## config.mk

```make
export PLATFORM = sky130hd
export DESIGN_NAME = ddc_ci_slave_reply_buffer
export DESIGN_NICKNAME = d
export VERILOG_FILES = /design/src/hdl/dcrb_pkg.sv /design/src/hdl/dcrb_store.sv /design/src/hdl/dcrb_engine.sv /design/src/hdl/ddc_ci_slave_reply_buffer.sv
export SDC_FILE = /design/constraint.sdc
export NUM_CORES = 1
export LEC_CHECK = 0
export BUFFER_PORTS_ARGS = -buffer_cell sky130_fd_sc_hd__buf_4
export CORE_MARGIN = 2
export CORE_UTILIZATION = 45
export DETAILED_ROUTE_END_ITERATION = 10
export GPL_TIMING_DRIVEN = 0
export HOLD_SLACK_MARGIN = 0.1
export PLACE_DENSITY = 0.65
export SYNTH_ARGS = -nofsm -noshare
export SYNTH_HDL_FRONTEND = slang
export SYNTH_SLANG_ARGS = --single-unit
export TNS_END_PERCENT = 10
```

## constraint.sdc

```tcl
create_clock -name clk_i -period 3.6 [get_ports clk_i]
set_clock_uncertainty 0.1 [all_clocks]
set_input_delay 0.54 -clock clk_i [delete_from_list [all_inputs] [get_ports clk_i]]
set_output_delay 0.54 -clock clk_i [all_outputs]
set_load 0.02 [all_outputs]
```

## src/hdl/dcrb_pkg.sv

```systemverilog
`default_nettype none

package dcrb_pkg;

  localparam int BufDepth = 32;
  localparam int AddrW    = $clog2(BufDepth);
  localparam logic [7:0] CksumSeed = 8'h50;

  typedef enum logic [3:0] {
    ActAddrMatch = 4'd0,
    ActTxReq     = 4'd1,
    ActRxByte    = 4'd2,
    ActNak       = 4'd3,
    ActLost      = 4'd4,
    ActLoadTx    = 4'd5,
    ActSetCount  = 4'd6,
    ActReadRx    = 4'd7,
    ActClearCmd  = 4'd8
  } action_e;

  typedef struct packed {
    logic [3:0] action;
    logic       channel;
    logic       is_read;
    logic [7:0] data;
    logic [4:0] index;
    logic [4:0] count;
  } in_item_t;

  typedef struct packed {
    logic       tx_valid;
    logic [7:0] tx_byte;
    logic       end_of_reply;
    logic       enable_tx;
    logic       ack_req;
    logic [7:0] rx_data;
    logic [4:0] rx_fill;
    logic       cmd_pending;
    logic       active_channel;
  } out_item_t;

  typedef struct packed {
    logic             tx_we;
    logic [AddrW-1:0] tx_addr;
    logic [7:0]       tx_data;
    logic             rx_we;
    logic [AddrW-1:0] rx_addr;
    logic [7:0]       rx_data;
  } mem_wr_t;

endpackage

`default_nettype wire

```

## src/hdl/dcrb_store.sv

```systemverilog
`default_nettype none

module dcrb_store (
  input  wire logic                      clk_i,
  input  wire logic                      rd_en_i,
  input  wire logic [dcrb_pkg::AddrW-1:0] tx_rd_addr_i,
  input  wire logic [dcrb_pkg::AddrW-1:0] rx_rd_addr_i,
  input  wire dcrb_pkg::mem_wr_t         wr_i,
  output logic [7:0]                     tx_rd_data_o,
  output logic [7:0]                     rx_rd_data_o
);
  import dcrb_pkg::*;

  logic [7:0] tx_mem [BufDepth];
  logic [7:0] rx_mem [BufDepth];
  logic [7:0] tx_rd_q;
  logic [7:0] rx_rd_q;

  always_ff @(posedge clk_i) begin
    if (wr_i.tx_we) begin
      tx_mem[wr_i.tx_addr] <= wr_i.tx_data;
    end
    if (wr_i.rx_we) begin
      rx_mem[wr_i.rx_addr] <= wr_i.rx_data;
    end
  end

  // write-through so a beat right behind a write sees the new byte
  always_ff @(posedge clk_i) begin
    if (rd_en_i) begin
      if (wr_i.tx_we && (wr_i.tx_addr == tx_rd_addr_i)) begin
        tx_rd_q <= wr_i.tx_data;
      end else begin
        tx_rd_q <= tx_mem[tx_rd_addr_i];
      end
      if (wr_i.rx_we && (wr_i.rx_addr == rx_rd_addr_i)) begin
        rx_rd_q <= wr_i.rx_data;
      end else begin
        rx_rd_q <= rx_mem[rx_rd_addr_i];
      end
    end
  end

  assign tx_rd_data_o = tx_rd_q;
  assign rx_rd_data_o = rx_rd_q;

endmodule

`default_nettype wire

```

## src/hdl/dcrb_engine.sv

```systemverilog
`default_nettype none

module dcrb_engine (
  input  wire logic                       clk_i,
  input  wire logic                       rst_ni,
  input  wire logic                       accept_i,
  input  wire dcrb_pkg::in_item_t         item_i,
  input  wire logic                       factory_mode_i,
  input  wire logic [7:0]                 tx_rd_data_i,
  input  wire logic [7:0]                 rx_rd_data_i,
  output logic [dcrb_pkg::AddrW-1:0]      tx_rd_addr_o,
  output dcrb_pkg::mem_wr_t               wr_o,
  output logic                            strobe_o,
  output dcrb_pkg::out_item_t             result_o
);
  import dcrb_pkg::*;

  in_item_t         in_q;
  logic             vld_q;
  logic [AddrW-1:0] tx_pos_q, tx_pos_d;
  logic [AddrW-1:0] tx_len_q, tx_len_d;
  logic [AddrW-1:0] rx_pos_q, rx_pos_d;
  logic [7:0]       xor_q, xor_d;
  logic             cmd_q, cmd_d;
  logic             port_q, port_d;
  out_item_t        res_q, res_d;
  logic             strobe_q;
  logic             idx_ok;

  assign idx_ok = int'(in_q.index) < BufDepth;

  always_comb begin
    tx_pos_d = tx_pos_q;
    tx_len_d = tx_len_q;
    rx_pos_d = rx_pos_q;
    xor_d    = xor_q;
    cmd_d    = cmd_q;
    port_d   = port_q;
    res_d    = '0;
    wr_o     = '0;
    wr_o.tx_addr = AddrW'(in_q.index);
    wr_o.tx_data = in_q.data;
    wr_o.rx_addr = rx_pos_q;
    wr_o.rx_data = in_q.data;
    if (vld_q) begin
      if (in_q.action inside {[ActAddrMatch:ActLost]}) begin
        port_d = in_q.channel;
      end
      case (in_q.action)
        ActAddrMatch: begin
          if (in_q.is_read) begin
            res_d.enable_tx = 1'b1;
            tx_pos_d        = '0;
            xor_d           = CksumSeed;
          end else begin
            res_d.ack_req = 1'b1;
            rx_pos_d      = '0;
            cmd_d         = 1'b1;
          end
        end
        ActTxReq: begin
          res_d.tx_valid = 1'b1;
          if (tx_pos_q != tx_len_q) begin
            res_d.tx_byte = tx_rd_data_i;
            tx_pos_d = (tx_pos_q == AddrW'(BufDepth - 1)) ? '0 : tx_pos_q + AddrW'(1);
            if (!factory_mode_i) begin
              xor_d = xor_q ^ tx_rd_data_i;
            end
          end else begin
            res_d.tx_byte      = factory_mode_i ? tx_rd_data_i : xor_q;
            res_d.end_of_reply = 1'b1;
            tx_pos_d           = '0;
          end
        end
        ActRxByte: begin
          wr_o.rx_we = 1'b1;
          rx_pos_d = (rx_pos_q == AddrW'(BufDepth - 1)) ? AddrW'(2) : rx_pos_q + AddrW'(1);
        end
        ActLoadTx: begin
          wr_o.tx_we = idx_ok;
        end
        ActSetCount: begin
          tx_len_d = (int'(in_q.count) > BufDepth - 1) ? AddrW'(BufDepth - 1)
                                                       : AddrW'(in_q.count);
        end
        ActReadRx: begin
          if (idx_ok) begin
            res_d.rx_data = rx_rd_data_i;
          end
        end
        ActClearCmd: begin
          cmd_d = 1'b0;
        end
        default: begin
        end
      endcase
    end
    res_d.rx_fill        = 5'(rx_pos_d);
    res_d.cmd_pending    = cmd_d;
    res_d.active_channel = port_d;
  end

  // the next item reads the transmit slot the current one leaves behind
  assign tx_rd_addr_o = tx_pos_d;

  always_ff @(posedge clk_i or negedge rst_ni) begin
    if (!rst_ni) begin
      vld_q    <= 1'b0;
      strobe_q <= 1'b0;
      tx_pos_q <= '0;
      tx_len_q <= '0;
      rx_pos_q <= '0;
      xor_q    <= CksumSeed;
      cmd_q    <= 1'b0;
      port_q   <= 1'b0;
    end else begin
      vld_q    <= accept_i;
      strobe_q <= vld_q;
      tx_pos_q <= tx_pos_d;
      tx_len_q <= tx_len_d;
      rx_pos_q <= rx_pos_d;
      xor_q    <= xor_d;
      cmd_q    <= cmd_d;
      port_q   <= port_d;
    end
  end

  always_ff @(posedge clk_i) begin
    if (accept_i) begin
      in_q <= item_i;
    end
    if (vld_q) begin
      res_q <= res_d;
    end
  end

  assign strobe_o = strobe_q;
  assign result_o = res_q;

endmodule

`default_nettype wire

```

## src/hdl/ddc_ci_slave_reply_buffer.sv

```systemverilog
`default_nettype none

// DDC/CI reply and command buffer for a two-port I2C slave. Each beat on
// item_i (start_i high while busy_o is low) is one bus event or one firmware
// access; busy_o never rises, so a beat may be issued every clock. Its result
// appears on result_o with strobe_o high for exactly one cycle, in order, and
// must be taken then: there is no back-pressure. Each result passes through
// the registered read of the 32-byte transmit and receive buffers and then the
// result register. factory_mode is to be written through cfg_we_i/cfg_wdata_i
// only while no beat is in flight; the block itself does not enforce this.
// Buffer slots read before they were ever loaded return unspecified data.
module ddc_ci_slave_reply_buffer (
  input  wire logic                 clk_i,
  input  wire logic                 rst_ni,
  input  wire logic                 start_i,
  output logic                      busy_o,
  input  wire dcrb_pkg::in_item_t   item_i,
  output logic                      strobe_o,
  output dcrb_pkg::out_item_t       result_o,
  input  wire logic                 cfg_we_i,
  input  wire logic                 cfg_wdata_i
);
  import dcrb_pkg::*;

  logic             accept;
  logic             factory_q;
  logic [AddrW-1:0] tx_rd_addr;
  logic [7:0]       tx_rd_data;
  logic [7:0]       rx_rd_data;
  mem_wr_t          wr;

  assign busy_o = 1'b0;
  assign accept = start_i && !busy_o;

  always_ff @(posedge clk_i or negedge rst_ni) begin
    if (!rst_ni) begin
      factory_q <= 1'b0;
    end else if (cfg_we_i) begin
      factory_q <= cfg_wdata_i;
    end
  end

  dcrb_store u_store (
    .clk_i        (clk_i),
    .rd_en_i      (accept),
    .tx_rd_addr_i (tx_rd_addr),
    .rx_rd_addr_i (AddrW'(item_i.index)),
    .wr_i         (wr),
    .tx_rd_data_o (tx_rd_data),
    .rx_rd_data_o (rx_rd_data)
  );

  dcrb_engine u_engine (
    .clk_i          (clk_i),
    .rst_ni         (rst_ni),
    .accept_i       (accept),
    .item_i         (item_i),
    .factory_mode_i (factory_q),
    .tx_rd_data_i   (tx_rd_data),
    .rx_rd_data_i   (rx_rd_data),
    .tx_rd_addr_o   (tx_rd_addr),
    .wr_o           (wr),
    .strobe_o       (strobe_o),
    .result_o       (result_o)
  );

endmodule

`default_nettype wire

```

### Yosys cells after proc, flatten, opt, wreduce, memory -nomap -nowiden

Memory sizes are Yosys's and may differ from the RTL's. A register that Yosys moved wholly into a read port is not among the register bits.
Cells that the tools add are included.

| cells by class | value |
|---|---|
| $add $sub $neg | 2 |
| $lt $le $gt $ge | 2 |
| eq/ne operators | 12 |
| mux-type cells | 32 |
| bitwise operators | 1 |
| reduce and logical (&&, ||, !) cells | 5 |

Operators with widths:

| cell | count |
|---|---|
| $mux W8 | 5 |
| $mux W5 | 7 |
| $pmux W5 S2 | 2 |
| $pmux W8 S2 | 1 |
| $mux W1 | 15 |
| $eq A4 B3 Y1 const B | 3 |
| $add A5 B1 Y5 const B | 2 |
| $eq A5 B5 Y1 const B | 2 |
| $mux W10 | 1 |
| $xor A8 B8 Y8 | 1 |
| $ne A5 B5 Y1 | 1 |
| $reduce_and A5 Y1 | 1 |
| $eq A4 B1 Y1 const B | 1 |
| $eq A4 B2 Y1 const B | 1 |
| $eq A4 B4 Y1 const B | 1 |
| $ge A4 B1 Y1 const B | 1 |
| $le A4 B3 Y1 const B | 1 |
| $logic_not A4 Y1 | 1 |
| $ne A2 B1 Y1 const B | 2 |
| $ne A2 B2 Y1 const B | 1 |
| $pmux W1 S2 | 1 |
| $reduce_and A2 Y1 | 1 |
| $reduce_bool A2 Y1 | 1 |
| $logic_and A1 B1 Y1 | 1 |

| storage, ports and cells | value |
|---|---|
| register bits | 79 |
| RAM bits | 512 |
| input port bits | 29 |
| memories | 2 |

Memories:

| name | depth | bits a word | rd ports | clocked after memory_dff | wr ports | RTL line | text |
|---|---|---|---|---|---|---|---|
| u_store.rx_mem | 32 | 8 | 1 | 1 | 1 | dcrb_store.sv:15 | `logic [7:0] rx_mem [BufDepth];` |
| u_store.tx_mem | 32 | 8 | 1 | 1 | 1 | dcrb_store.sv:14 | `logic [7:0] tx_mem [BufDepth];` |

### Longest topological paths before layout

| logic depth | value |
|---|---|
| depth after elaboration | 5 |
| gate-level depth with buffers | 14 |
| mapped depth without buffers | 12 |

### Hierarchy

From an unflattened synthesis, not the netlist that was laid out.

| unflattened totals | value |
|---|---|
| cells, all modules | 1315 |
| area total of the unflattened synthesis | 24701.2 um^2 |

By module, submodules not included:

| module | times used | cells each | area each (um^2) | sequential area each (um^2) |
|---|---|---|---|---|
| dcrb_store | 1 | 1059 | 21264.1 | 15855.2 |
| dcrb_engine | 1 | 252 | 3385.7 | 2209.6 |
| ddc_ci_slave_reply_buffer | 1 | 4 | 51.3 | 25.0 |

### Least setup slack after synthesis

OpenSTA, ideal clock, no wires.

| path | value |
|---|---|
| path type | flip-flop to flip-flop |
| from | register u_engine.vld_q |
| to | register u_store.tx_rd_q[4], in the netlist u_store.tx_rd_data_o[4], read port of u_store.tx_mem (data pin) |
| setup time | 268 ps |
| data arrival time | 2916 ps |
| slack | 317 ps |
| cell stages (with the launch flop) | 9 |
| path buffers | 2 |
| cells stage by stage | dfrtp_1 > nor4b_4 > o21ai_2 > a21oi_1 > clkbuf_1 > clkbuf_1 > a31oi_1 > a221oi_1 > a211oi_2 |

| on the way | value |
|---|---|
| longest elaborated chain between the ends | 1 |

RTL lines:

| what | RTL line | text |
|---|---|---|
| start: declaration | dcrb_engine.sv:19 | `logic vld_q;` |
| start signal: assignment | dcrb_engine.sv:117 | `vld_q <= accept_i;` |
| $mux W5 | dcrb_engine.sv:45 | `if (vld_q) begin` |
| end: declaration | dcrb_store.sv:16 | `logic [7:0] tx_rd_q;` |

No other way between the ends.
A chain may end at the register's enable or synchronous reset.

### Worst setup path in the final report

| path | value |
|---|---|
| from | register u_engine.tx_pos_q[1] |
| to | register u_store.tx_rd_q[0], in the netlist u_store.tx_rd_data_o[0], read port of u_store.tx_mem (data pin) |

| on the way | value |
|---|---|
| longest elaborated chain between the ends | 5 |
| elaborated cells between the ends (all ways) | 8 |
| those cells by class | 1 x add/sub; 2 x eq/ne; 5 x mux |

RTL lines:

| what | RTL line | text |
|---|---|---|
| start: declaration | dcrb_engine.sv:20 | `logic [AddrW-1:0] tx_pos_q, tx_pos_d;` |
| start signal: assignment | dcrb_engine.sv:119 | `tx_pos_q <= tx_pos_d;` |
| $add A5 B1 Y5 / $eq A5 B5 Y1 (equally long branches) | dcrb_engine.sv:65 | `tx_pos_d = (tx_pos_q == AddrW'(BufDepth - 1)) ? '0 : tx_pos_q + AddrW'(1);` |
| $mux W5 | dcrb_engine.sv:65 |  |
| $mux W5 * | dcrb_engine.sv:63 | `if (tx_pos_q != tx_len_q) begin` |
| $pmux W5 S2 * | dcrb_engine.sv:49 | `case (in_q.action)` |
| $mux W5 * | dcrb_engine.sv:45 |  |
| net tx_rd_addr[2] | ddc_ci_slave_reply_buffer.sv:27 | `logic [AddrW-1:0] tx_rd_addr;` |

Mark *: on every way through the listed nets, which the timed path passes. The rest lies on a longest branch.

==> metrics.txt <==
# TYPE chip_impl_metric gauge
chip_impl_metric{name="dr.pass1.iters",unit=""} 5
chip_impl_metric{name="mappedNetlistArea",unit="um2"} 24400
chip_impl_metric{name="proportion_of_layout_cells_with_a_drive_suffix_above_1",unit="%"} 23.97
chip_impl_metric{name="actual_transition_at_the_worst_max_transition_pin",unit="ns"} 1.084
chip_impl_metric{name="antenna_cells_inserted",unit=""} 0
chip_impl_info{name="critPathLaunch",value="u_engine.tx_pos_q[1]$_DFF_PN0_"} 1
chip_impl_metric{name="syn_to_final_growth",unit="%"} 16.78
chip_impl_metric{name="grt.overflow.total",unit=""} 0
chip_impl_metric{name="worst_ep_required_time",unit="ns"} 3.85
chip_impl_metric{name="synth-edff-count",unit=""} 579
chip_impl_metric{name="ys_warn_count",unit=""} 0
chip_impl_metric{name="max-vdd-ir-drop",unit="mV"} 0.5173
chip_impl_metric{name="syn-instance-count",unit=""} 1339
chip_impl_metric{name="detail_route.wl_per_cell",unit="um"} 24.15
chip_impl_metric{name="setup_viol_count_final",unit=""} 0
chip_impl_metric{name="global_route_wire_length_before_repair",unit="mm"} 81.16
chip_impl_metric{name="finalCoreUtilization",unit="%"} 53.06
chip_impl_info{name="criticalPathCategory",value="flop to flop"} 1
chip_impl_metric{name="vias",unit=""} 12680
chip_impl_metric{name="drt-initial-drc-count",unit=""} 1028
chip_impl_metric{name="dpl_worst_slack",unit="ns"} -0.6780
chip_impl_info{name="setup.worst_path.start_class",value="flop"} 1
chip_impl_metric{name="synth_area_per_cell",unit="um2"} 18.22
chip_impl_metric{name="total_count_of_max_transition_violations_in_the_final_report",unit=""} 0
chip_impl_info{name="cts_tree",value="built"} 1
chip_impl_metric{name="slew_headroom",unit="%"} 27.74
chip_impl_metric{name="start_util",unit="%"} 45.44
chip_impl_metric{name="cellLeakagePower",unit="nW"} 9.385
chip_impl_metric{name="drc",unit=""} 0
chip_impl_metric{name="synthesis.nets",unit=""} 1375
chip_impl_metric{name="clk_path_buf_depth",unit=""} 3
chip_impl_info{name="worst_r2r_startpoint",value="u_engine.tx_pos_q[1]$_DFF_PN0_"} 1
chip_impl_metric{name="numClockSinks",unit=""} 607
chip_impl_metric{name="post_synthesis_async_set_or_reset_flop_share",unit="%"} 4.613
chip_impl_info{name="worst_setup_path_end_kind",value="flop"} 1
chip_impl_metric{name="placement.cell_area",unit="um2"} 26180
chip_impl_metric{name="hpwl",unit="mm"} 36.05
chip_impl_info{name="ys_top_cells_by_area",value="edfxtp_1 (71%), mux4_2 (7.4%), mux2i_1 (5.9%)"} 1
chip_impl_metric{name="pin_count_of_the_biggest_net_entering_global_routing",unit=""} 42
chip_impl_metric{name="num_rows",unit=""} 85
chip_impl_metric{name="route.detailed.vias_per_inst",unit=""} 5.649
chip_impl_metric{name="fin_crit",unit="ns"} 3.543
chip_impl_metric{name="synth.ff_latch_count",unit=""} 607
chip_impl_metric{name="finalHoldViolations",unit=""} 0
chip_impl_metric{name="antenna_violating_nets_post_route",unit=""} 0
chip_impl_metric{name="top_level_ports",unit=""} 58
chip_impl_info{name="top_layer",value="met4"} 1
chip_impl_metric{name="width_of_the_die",unit="um"} 236.9
chip_impl_metric{name="length_of_routed_wiring_on_met1",unit="mm"} 22.82
chip_impl_metric{name="synth-seq-area-share",unit="%"} 74.13
chip_impl_metric{name="critical_path_arrival",unit="ns"} 3.80
chip_impl_info{name="rsz0062_at_grt",value="true"} 1
chip_impl_metric{name="synth.lib_cells_used.distinct",unit=""} 65
chip_impl_metric{name="groute.usage.overall",unit="%"} 19.54
chip_impl_metric{name="final_min_period_over_clock_period",unit="%"} 98.40
chip_impl_metric{name="number_of_buffer_cells_added_on_primary_ports",unit=""} 56
chip_impl_metric{name="antenna_found_initial",unit=""} 0
chip_impl_metric{name="fmaxAchievable",unit="MHz"} 282.3
chip_impl_info{name="ys.flop_type",value="edfxtp_1"} 1
chip_impl_metric{name="power_density_over_cell_area",unit="nW/um2"} 590.2
chip_impl_metric{name="final_area",unit="um2"} 28500
chip_impl_metric{name="cts.reportedPaths.clkPinSlew",unit="ns"} 0.06
chip_impl_metric{name="place.gp.congestion",unit=""} 0.8438
chip_impl_info{name="post-synth-top-area-cell",value="edfxtp_1"} 1
chip_impl_metric{name="met2RoutedLength",unit="mm"} 27.01
chip_impl_metric{name="routed_wirelength",unit="mm"} 54.20
chip_impl_metric{name="met3_wirelength",unit="mm"} 2.763
chip_impl_info{name="status",value="complete, no violations"} 1
chip_impl_metric{name="timing.max_cap.violations",unit=""} 0
chip_impl_metric{name="htree_num_levels",unit=""} 2
chip_impl_metric{name="timing.final.ws_setup",unit="ns"} 0.05742
chip_impl_metric{name="fin_worst_hold_slack",unit="ns"} 0.2359
chip_impl_info{name="clockRootBuffer",value="clkbuf_16"} 1
chip_impl_metric{name="core_area",unit="um2"} 53710
chip_impl_info{name="worstHoldPathType",value="input port to flop"} 1
chip_impl_metric{name="cts_buffers",unit=""} 57
chip_impl_metric{name="die_area",unit="um2"} 56110
chip_impl_metric{name="critical_path_peak_fanout",unit=""} 10
chip_impl_metric{name="worst_skew_pair.late_latency",unit="ns"} 0.64
chip_impl_metric{name="die-height",unit="um"} 236.9
chip_impl_metric{name="area_share_of_the_largest_cell_type_after_synthesis",unit="%"} 71.25
chip_impl_metric{name="num-nets-final",unit=""} 1537
chip_impl_metric{name="grt_pass1_vias",unit=""} 12950
chip_impl_info{name="min_from",value="start_i"} 1
chip_impl_metric{name="final.setup.tns",unit="ns"} 0
==> where the power goes <==
| part | total [mW] | switching (mW) | internal [mW] | leakage, nW |
|---|---|---|---|---|
| clock network | 5.70 | 2.59 | 3.11 | 0.852 |
| registers | 8.17 | 0.175 | 7.99 | 5.62 |
| logic | 2.96 | 1.61 | 1.34 | 2.91 |
| total | 16.8 | 4.38 | 12.4 | 9.39 |
==> worst paths after layout <==
kind	to	slack, ns	depth (start not counted)
min in group asynchronous	factory_q$_DFFE_PN0P_	0.31	2
min	u_engine.vld_q$_DFF_PN0_	0.24	1
max in group asynchronous	u_engine.xor_q[6]$_DFFE_PN1P_	2.72	2
max	u_store.tx_rd_data_o[0]$_DFFE_PP_	0.06	12
min reg2reg	u_engine.tx_len_q[3]$_DFFE_PN0P_	0.38	1
max reg2reg	u_store.tx_rd_data_o[0]$_DFFE_PP_	0.06	12
==> cell usage after synthesis (all sizes together) (3+ instances only) <==
cell	n
nor2b	8
o211ai	3
edfxtp	579
a211oi	24
a21oi	17
mux4	80
nand3b	4
nand3	10
a31oi	15
ha	7
o21ai	14
or3	5
and2	24
xor2	10
a221oi	9
dfrtp	26
nor2	114
o22ai	17
xnor2	8
nand2	63
o31ai	3
nor3	3
mux2i	144
clkbuf	24
mux2	40
and3	10
inv	11
buf	39
==> metal layers <==
metal	vias up	track usage, %
li1	5642	-
met1	6558	26.40
met2	379	32.76
met3	98	2.786
met4	0	6.598
met5	-	0
==> critical path, stage by stage (launching register included) <==
cell      delay (ns)
dfrtp_2         0.48
ha_2            0.23
and3_1          0.19
ha_1            0.18
nor2b_2         0.15
nand2_1         0.12
a221oi_1        0.31
a21oi_2         0.17
inv_2           0.27
clkbuf_4        0.30
mux2_2          0.40
o22ai_2         0.27
a211oi_4        0.09
==> state kept, by name (all words and copies together), names as in the netlist <==
register	cells
factory_q	1
u_engine.cmd_q	1
u_engine.in_q	11
u_engine.port_q	1
u_engine.result_o	27
u_engine.rx_pos_q	5
u_engine.strobe_o	1
u_engine.tx_len_q	5
u_engine.tx_pos_q	5
u_engine.vld_q	1
u_engine.wr_o	13
u_engine.xor_q	8
u_store.rx_mem	256
u_store.rx_rd_data_o	8
u_store.tx_mem	256
u_store.tx_rd_data_o	8
==> timing repair <==
action | CTS | global route
hold buffers | 27 | 0
endpoints found under the hold margin | 51 | 0
pin swaps | 0 | 6
buffers inserted | 0 | 1
setup endpoints to repair | 16 | 8
cloned | 0 | 0
resized for setup | 31 | 40
==> per-stage QoR <==
step / cells / power [mW]
2_1_floorplan: 1339 / 10.13
5_1_grt: 2244 / 17.39
3_3_place_gp: 2091 / 10.93
3_5_place_dp: 2110 / 11.05
4_1_cts: 2243 / 16.80
6_report: 2244 / 16.82
==> layout make-up <==
type,count,area (um2)
fillers,4147,25210
flip-flops and latches,607,18090
multi-input cells,657,6163
clock buffers,73,1506
repair buffers,103,1189
well taps,696,870.8
plain buffers,63,390.4
clock inverters,33,239.0
inverters,12,46.29
==> cell usage in the layout, fill, tap and decap left out, types with 6 or more instances in the layout <==
cell and n:
nor2b_1 6, buf_4 60, buf_6 10, buf_2 10, a211oi_2 10, mux4_2 80, and2_0 9, and2_1 14
xnor2_1 8, a31oi_1 15, xor2_1 10, dlygate4sd3_1 27, clkbuf_1 34, a21oi_1 15, o22ai_1 10, ha_1 6
mux2i_1 139, a211oi_1 12, clkinv_2 14, a221oi_2 6, buf_16 16, o21ai_0 11, buf_1 8, inv_1 8
nand2_1 61, and3_1 10, o22ai_2 6, clkinv_1 10, mux2_2 40, edfxtp_1 579, nand3_1 10, dfrtp_1 24
clkbuf_16 57, nor2_1 111
==> kinds of logic after synthesis <==
family	Yosys count	synth area share [%]
fa+ha+maj	7	0.3589
compound gates	115	3.394
xor+xnor	18	0.6460
flops	607	74.13
mux	264	15.14
buf+inv	75	1.507
simple gates	252	4.809
other cells	1	0.01537
No activity file was read; power rests on OpenSTA's default activity.
